`config.mk`:
```
export PLATFORM = sky130hd
export DESIGN_NAME = sorted_min_priority_queue
export DESIGN_NICKNAME = d
export VERILOG_FILES = /design/src/hdl/smpq_pkg.sv /design/src/hdl/smpq_cell.sv /design/src/hdl/sorted_min_priority_queue.sv
export SDC_FILE = /design/constraint.sdc
export NUM_CORES = 2
export LEC_CHECK = 0
export BUFFER_PORTS_ARGS = -buffer_cell sky130_fd_sc_hd__buf_2
export CORE_MARGIN = 2
export CORE_UTILIZATION = 63
export CTS_BUF_LIST = sky130_fd_sc_hd__clkbuf_4 sky130_fd_sc_hd__clkbuf_8
export DETAILED_ROUTE_END_ITERATION = 8
export PLACE_DENSITY = 0.85
export SLEW_MARGIN = 20
export SYNTH_ARGS = -nofsm -noshare
export SYNTH_HDL_FRONTEND = slang
export SYNTH_HIERARCHICAL = 1
export SYNTH_SLANG_ARGS = --single-unit
```
`constraint.sdc`:
```
create_clock -name clk -period 9.9 [get_ports clk]
set_clock_uncertainty 0.1 [all_clocks]
set_input_delay 1.98 -clock clk [delete_from_list [all_inputs] [get_ports clk]]
set_output_delay 1.98 -clock clk [all_outputs]
set_load 0.02 [all_outputs]
```
`src/hdl/smpq_pkg.sv`:
```
package smpq_pkg;

  localparam int DATA_W       = 32;
  localparam int CAPACITY_DEF = 16;
  localparam int COUNT_OUT_W  = 5;

  localparam logic [1:0] ST_INSERTED = 2'd0;
  localparam logic [1:0] ST_POPPED   = 2'd1;
  localparam logic [1:0] ST_EMPTY    = 2'd2;
  localparam logic [1:0] ST_FULL     = 2'd3;

  localparam logic REQ_INSERT = 1'b0;
  localparam logic REQ_POP    = 1'b1;

  typedef logic signed [DATA_W-1:0] data_t;

  typedef struct packed {
    logic ins;
    logic pop;
  } smpq_ctl_t;

endpackage

```
`src/hdl/smpq_cell.sv`:
```
module smpq_cell
  import smpq_pkg::*;
(
  input  logic      clk,
  input  smpq_ctl_t ctl,
  input  data_t     in_value,
  input  logic      is_valid,
  input  logic      left_keep,
  input  data_t     left_value,
  input  data_t     right_value,
  output logic      keep,
  output data_t     entry
);

  data_t entry_r;
  data_t entry_nxt;

  // keep: this entry stays put on insert (entry valid and stored value <= new one)
  assign keep  = is_valid && (entry_r <= in_value);
  assign entry = entry_r;

  always_comb begin
    entry_nxt = entry_r;
    if (ctl.ins) begin
      if (!keep) begin
        entry_nxt = left_keep ? in_value : left_value;
      end
    end else if (ctl.pop) begin
      entry_nxt = right_value;
    end
  end

  always_ff @(posedge clk) begin
    entry_r <= entry_nxt;
  end

endmodule

```
`src/hdl/sorted_min_priority_queue.sv`:
```
// Channel  Direction  Handshake              Payload
// in       input      in_valid / in_ready    in_req_type, in_value
// out      output     out_valid / out_ready  out_status, out_popped_value, out_entry_count
//
// One item per cycle: every cell compares against the new value in parallel
// and shifts in the same cycle; the result is registered for the cycle after accept.
// in_ready drops only while a result is held and out_ready is low.
// Reset clears the entry count and the result valid; cell contents need none.
module sorted_min_priority_queue
  import smpq_pkg::*;
#(
  parameter int CAPACITY = CAPACITY_DEF
) (
  input  logic                   clk,
  input  logic                   rst_n,
  input  logic                   in_valid,
  output logic                   in_ready,
  input  logic                   in_req_type,
  input  logic signed [31:0]     in_value,
  output logic                   out_valid,
  input  logic                   out_ready,
  output logic [1:0]             out_status,
  output logic signed [31:0]     out_popped_value,
  output logic [COUNT_OUT_W-1:0] out_entry_count
);

  localparam int CW = $clog2(CAPACITY + 1);

  logic [CW-1:0]          count_r;
  logic [CW-1:0]          count_nxt;
  logic                   out_valid_r;
  logic [1:0]             status_r;
  data_t                  popped_r;
  logic [COUNT_OUT_W-1:0] count_out_r;

  logic      acc;
  logic      full;
  logic      empty;
  smpq_ctl_t ctl;
  logic [1:0] status_nxt;
  data_t      popped_nxt;
  logic [CW+COUNT_OUT_W-1:0] count_ext;

  logic  keep  [CAPACITY];
  data_t entry [CAPACITY];

  assign in_ready = !out_valid_r || out_ready;
  assign acc      = in_valid && in_ready;
  assign full     = (count_r == CW'(CAPACITY));
  assign empty    = (count_r == '0);

  assign ctl.ins = acc && (in_req_type == REQ_INSERT) && !full;
  assign ctl.pop = acc && (in_req_type == REQ_POP) && !empty;

  genvar g;
  generate
    for (g = 0; g < CAPACITY; g++) begin : g_cell
      smpq_cell u_cell (
        .clk         (clk),
        .ctl         (ctl),
        .in_value    (in_value),
        .is_valid    (count_r > CW'(g)),
        .left_keep   ((g == 0) ? 1'b1 : keep[(g == 0) ? 0 : g-1]),
        .left_value  (entry[(g == 0) ? 0 : g-1]),
        .right_value (entry[(g == CAPACITY-1) ? g : g+1]),
        .keep        (keep[g]),
        .entry       (entry[g])
      );
    end
  endgenerate

  always_comb begin
    count_nxt  = count_r;
    popped_nxt = '0;
    if (in_req_type == REQ_INSERT) begin
      status_nxt = full ? ST_FULL : ST_INSERTED;
    end else begin
      status_nxt = empty ? ST_EMPTY : ST_POPPED;
    end
    if (ctl.ins) begin
      count_nxt = count_r + 1'b1;
    end else if (ctl.pop) begin
      count_nxt  = count_r - 1'b1;
      popped_nxt = entry[0];
    end
  end

  assign count_ext = {{COUNT_OUT_W{1'b0}}, count_nxt};

  always_ff @(posedge clk) begin
    if (!rst_n) begin
      count_r     <= '0;
      out_valid_r <= 1'b0;
    end else begin
      count_r <= count_nxt;
      if (acc) begin
        out_valid_r <= 1'b1;
      end else if (out_ready) begin
        out_valid_r <= 1'b0;
      end
    end
  end

  always_ff @(posedge clk) begin
    if (acc) begin
      status_r    <= status_nxt;
      popped_r    <= popped_nxt;
      count_out_r <= count_ext[COUNT_OUT_W-1:0];
    end
  end

  assign out_valid        = out_valid_r;
  assign out_status       = status_r;
  assign out_popped_value = popped_r;
  assign out_entry_count  = count_out_r;

  a_count_bound: assert property (@(posedge clk) disable iff (!rst_n)
    count_r <= CW'(CAPACITY))
    else $error("entry count above capacity");

  a_front_sorted: assert property (@(posedge clk) disable iff (!rst_n)
    (count_r >= CW'(2)) |-> (entry[0] <= entry[1]))
    else $error("front entries out of order");

  a_empty_pop: assert property (@(posedge clk) disable iff (!rst_n)
    (acc && (in_req_type == REQ_POP) && empty) |=>
      (out_status == ST_EMPTY) && (out_popped_value == '0) && $stable(count_r))
    else $error("pop on empty mishandled");

  a_full_drop: assert property (@(posedge clk) disable iff (!rst_n)
    (acc && (in_req_type == REQ_INSERT) && full) |=>
      (out_status == ST_FULL) && $stable(count_r))
    else $error("insert on full mishandled");

endmodule
```
==> out/summary.txt <==
DR iter-0 viols = 3117
Lkg Pwr = 19.0 nW
Area growth syn-to-layout = 7.44%
Post-DRT Antenna Nets = 0
TritonCTS clock tree = yes
Worst hold stages = 1
Max_cap viols = 0
Clock root cell = clkbuf_8
Min Hold Slack = 0.529 ns
First-pass GRT wire length = 159000 µm
Drt first pass iters = 7
Largest net degree at the start of global routing = 260
Crit path arrival time = 5.67 ns
Max incr delay on CP = 1.00 ns
Crit path launch type = input pin
Worst-path cell chain = buf_2, inv_1, ha_1, nand4_1, or2_1, a211oi_1, nor4_1, a31o_2, mux2i_1, a21oi_1
Setup WS post-layout = 4.54 ns
Max Root-Sink Buffers = 3
Cells after Synth = 4269
Hold Path Class = reg -> reg
Setup TNS = 0 ns
Worst Reg-to-Reg Cells = 7
Fin crit share = 54.1%
DIE WIDTH = 262 µm
H-tree depth = 3
Placed cell areas = 42900 µm²
Max Slew Vio Count = 0
Slowest CP cell = a31o_2
Avg Cell Area, Syn = 9.82 µm²
Final hold violation count = 0
Required @ worst endpoint = 10.21 ns
Fmax achieved = 187 MHz
Post-DP HPWL = 72600 µm
CP Class = in -> reg
Die height = 262 µm
Post-CTS setup buffers = 0
DP Worst Slack = 3.83 ns
Worst relative slew slack = 17.5%
Inserted Clock Buffers = 97
Reg clk slew, reported paths = 0.06 ns
Worst VDD drop = 0.150 mV
I/O pin count = 78
Core box area = 65900 µm²
Vias in the first global route = 30900
Final Power = 8.43 mW
Finished Cell Area = 45000 µm²
Endpoints failing setup = 0
Syn. warnings = 6
Grt total ovfl = 0
Clk sinks = 557
Status = finished clean
GPL Wtd Cong = 0.920
Global-route total usage across every layer = 28.6%
Full die area = 68600 µm²
Total Wirelength = 99700 µm
Worst-skew pair later-pin latency = 0.73 ns
CP endpoint kind = register
Synth Cell Area = 41900 µm²
Vias = 32000
Min cycle time layout = 5.36 ns
Post-cts sizing count = 0
Post-DR wirelength/cell = 19.1 µm
Initial core utilization = 63.7%
DRC Markers = 0
Initial antenna violation count = 4
Slew @ Worst Pin = 1.23 ns
Via density = 6.13
Cts hold-fix bufs = 0
Final net count = 4831
Pwr dens = 187 nW/µm²
RSZ-0062 raised after global routing = false
Layout cell share with drive strength beyond 1 = 8.24%
I/O Buffers = 77
Row count = 94
CP Max Fanout = 32
Syn_nets = 4824
[layout by cell type (no fill, tap or decap), types with 18 or more instances in the layout]
master	instances
a21oi_1	689
edfxtp_1	551
nor2_1	540
inv_1	536
ha_1	518
mux2i_1	514
clkbuf_8	98
nand4_1	83
nand2_1	80
nand3_1	79
a21o_1	77
buf_2	77
and2_1	47
clkbuf_4	42
o21ai_0	32
nor4_1	30
a211oi_1	19
nor2b_1	18
clkinv_1	18
[report_power, final]
| group | internal, mW | switching (mW) |
|---|---|---|
| logic | 1.08 | 1.62 |
| clock network | 1.08 | 0.986 |
| registers | 3.25 | 0.411 |
[state kept, by name, summed over array words and instances (netlist names)]
signal and count:
out_valid 1, g_cell.u_cell/entry 512, count_r 5, out_status 2, out_entry_count 5, out_popped_value 32
[metrics by stage]
| stage | instances | utilization, % |
|---|---|---|
| 3_3_place_gp | 5032 | 65.2 |
| 4_1_cts | 5199 | 68.0 |
| 3_5_place_dp | 5032 | 65.2 |
| 5_1_grt | 5212 | 68.4 |
| 6_report | 5215 | 68.4 |
| 2_1_floorplan | 4269 | - |
[worst max-delay path: cells and delay by family]
family / cells / cell delay (ns)
buf+inv: 2 / 0.68
compound gates: 3 / 1.17
mux: 1 / 0.29
fa+ha+maj: 1 / 0.34
simple gates: 3 / 1.16
[layer usage]
layer | track usage [%] | part of all wire [%] | vias to the layer above
li1 | - | - | 15600
met1 | 36.8 | 42 | 14900
met2 | 48.5 | 48 | 1224
met3 | 3.88 | 5.5 | 286
met4 | 12.7 | 4.5 | 0
met5 | 0 | 0 | -
[cell type report]
class | instances | area [µm²]
diodes | 7 | 17.5
clock buffers | 140 | 1660
flip-flops and latches | 557 | 16700
fillers | 4865 | 20800
clock inverters | 27 | 150
repair buffers | 93 | 732
well taps | 864 | 1080
inverters | 536 | 2010
multi-input cells | 2991 | 22700
[final timing paths]
check | from | endpoint | slack (ns)
hold reg to reg | g_cell[0].u_cell/entry[5]$_DFFE_PP_ | out_popped_value[5]$_SDFFCE_PP0N_ | 0.53
setup reg to reg | count_r[1]$_SDFF_PN0_ | g_cell[5].u_cell/entry[5]$_DFFE_PP_ | 5.38
hold / removal | g_cell[0].u_cell/entry[5]$_DFFE_PP_ | out_popped_value[5]$_SDFFCE_PP0N_ | 0.53
setup / recovery | in_value[31] | g_cell[11].u_cell/entry[23]$_DFFE_PP_ | 4.54
(Power assumes the default switching activity.)
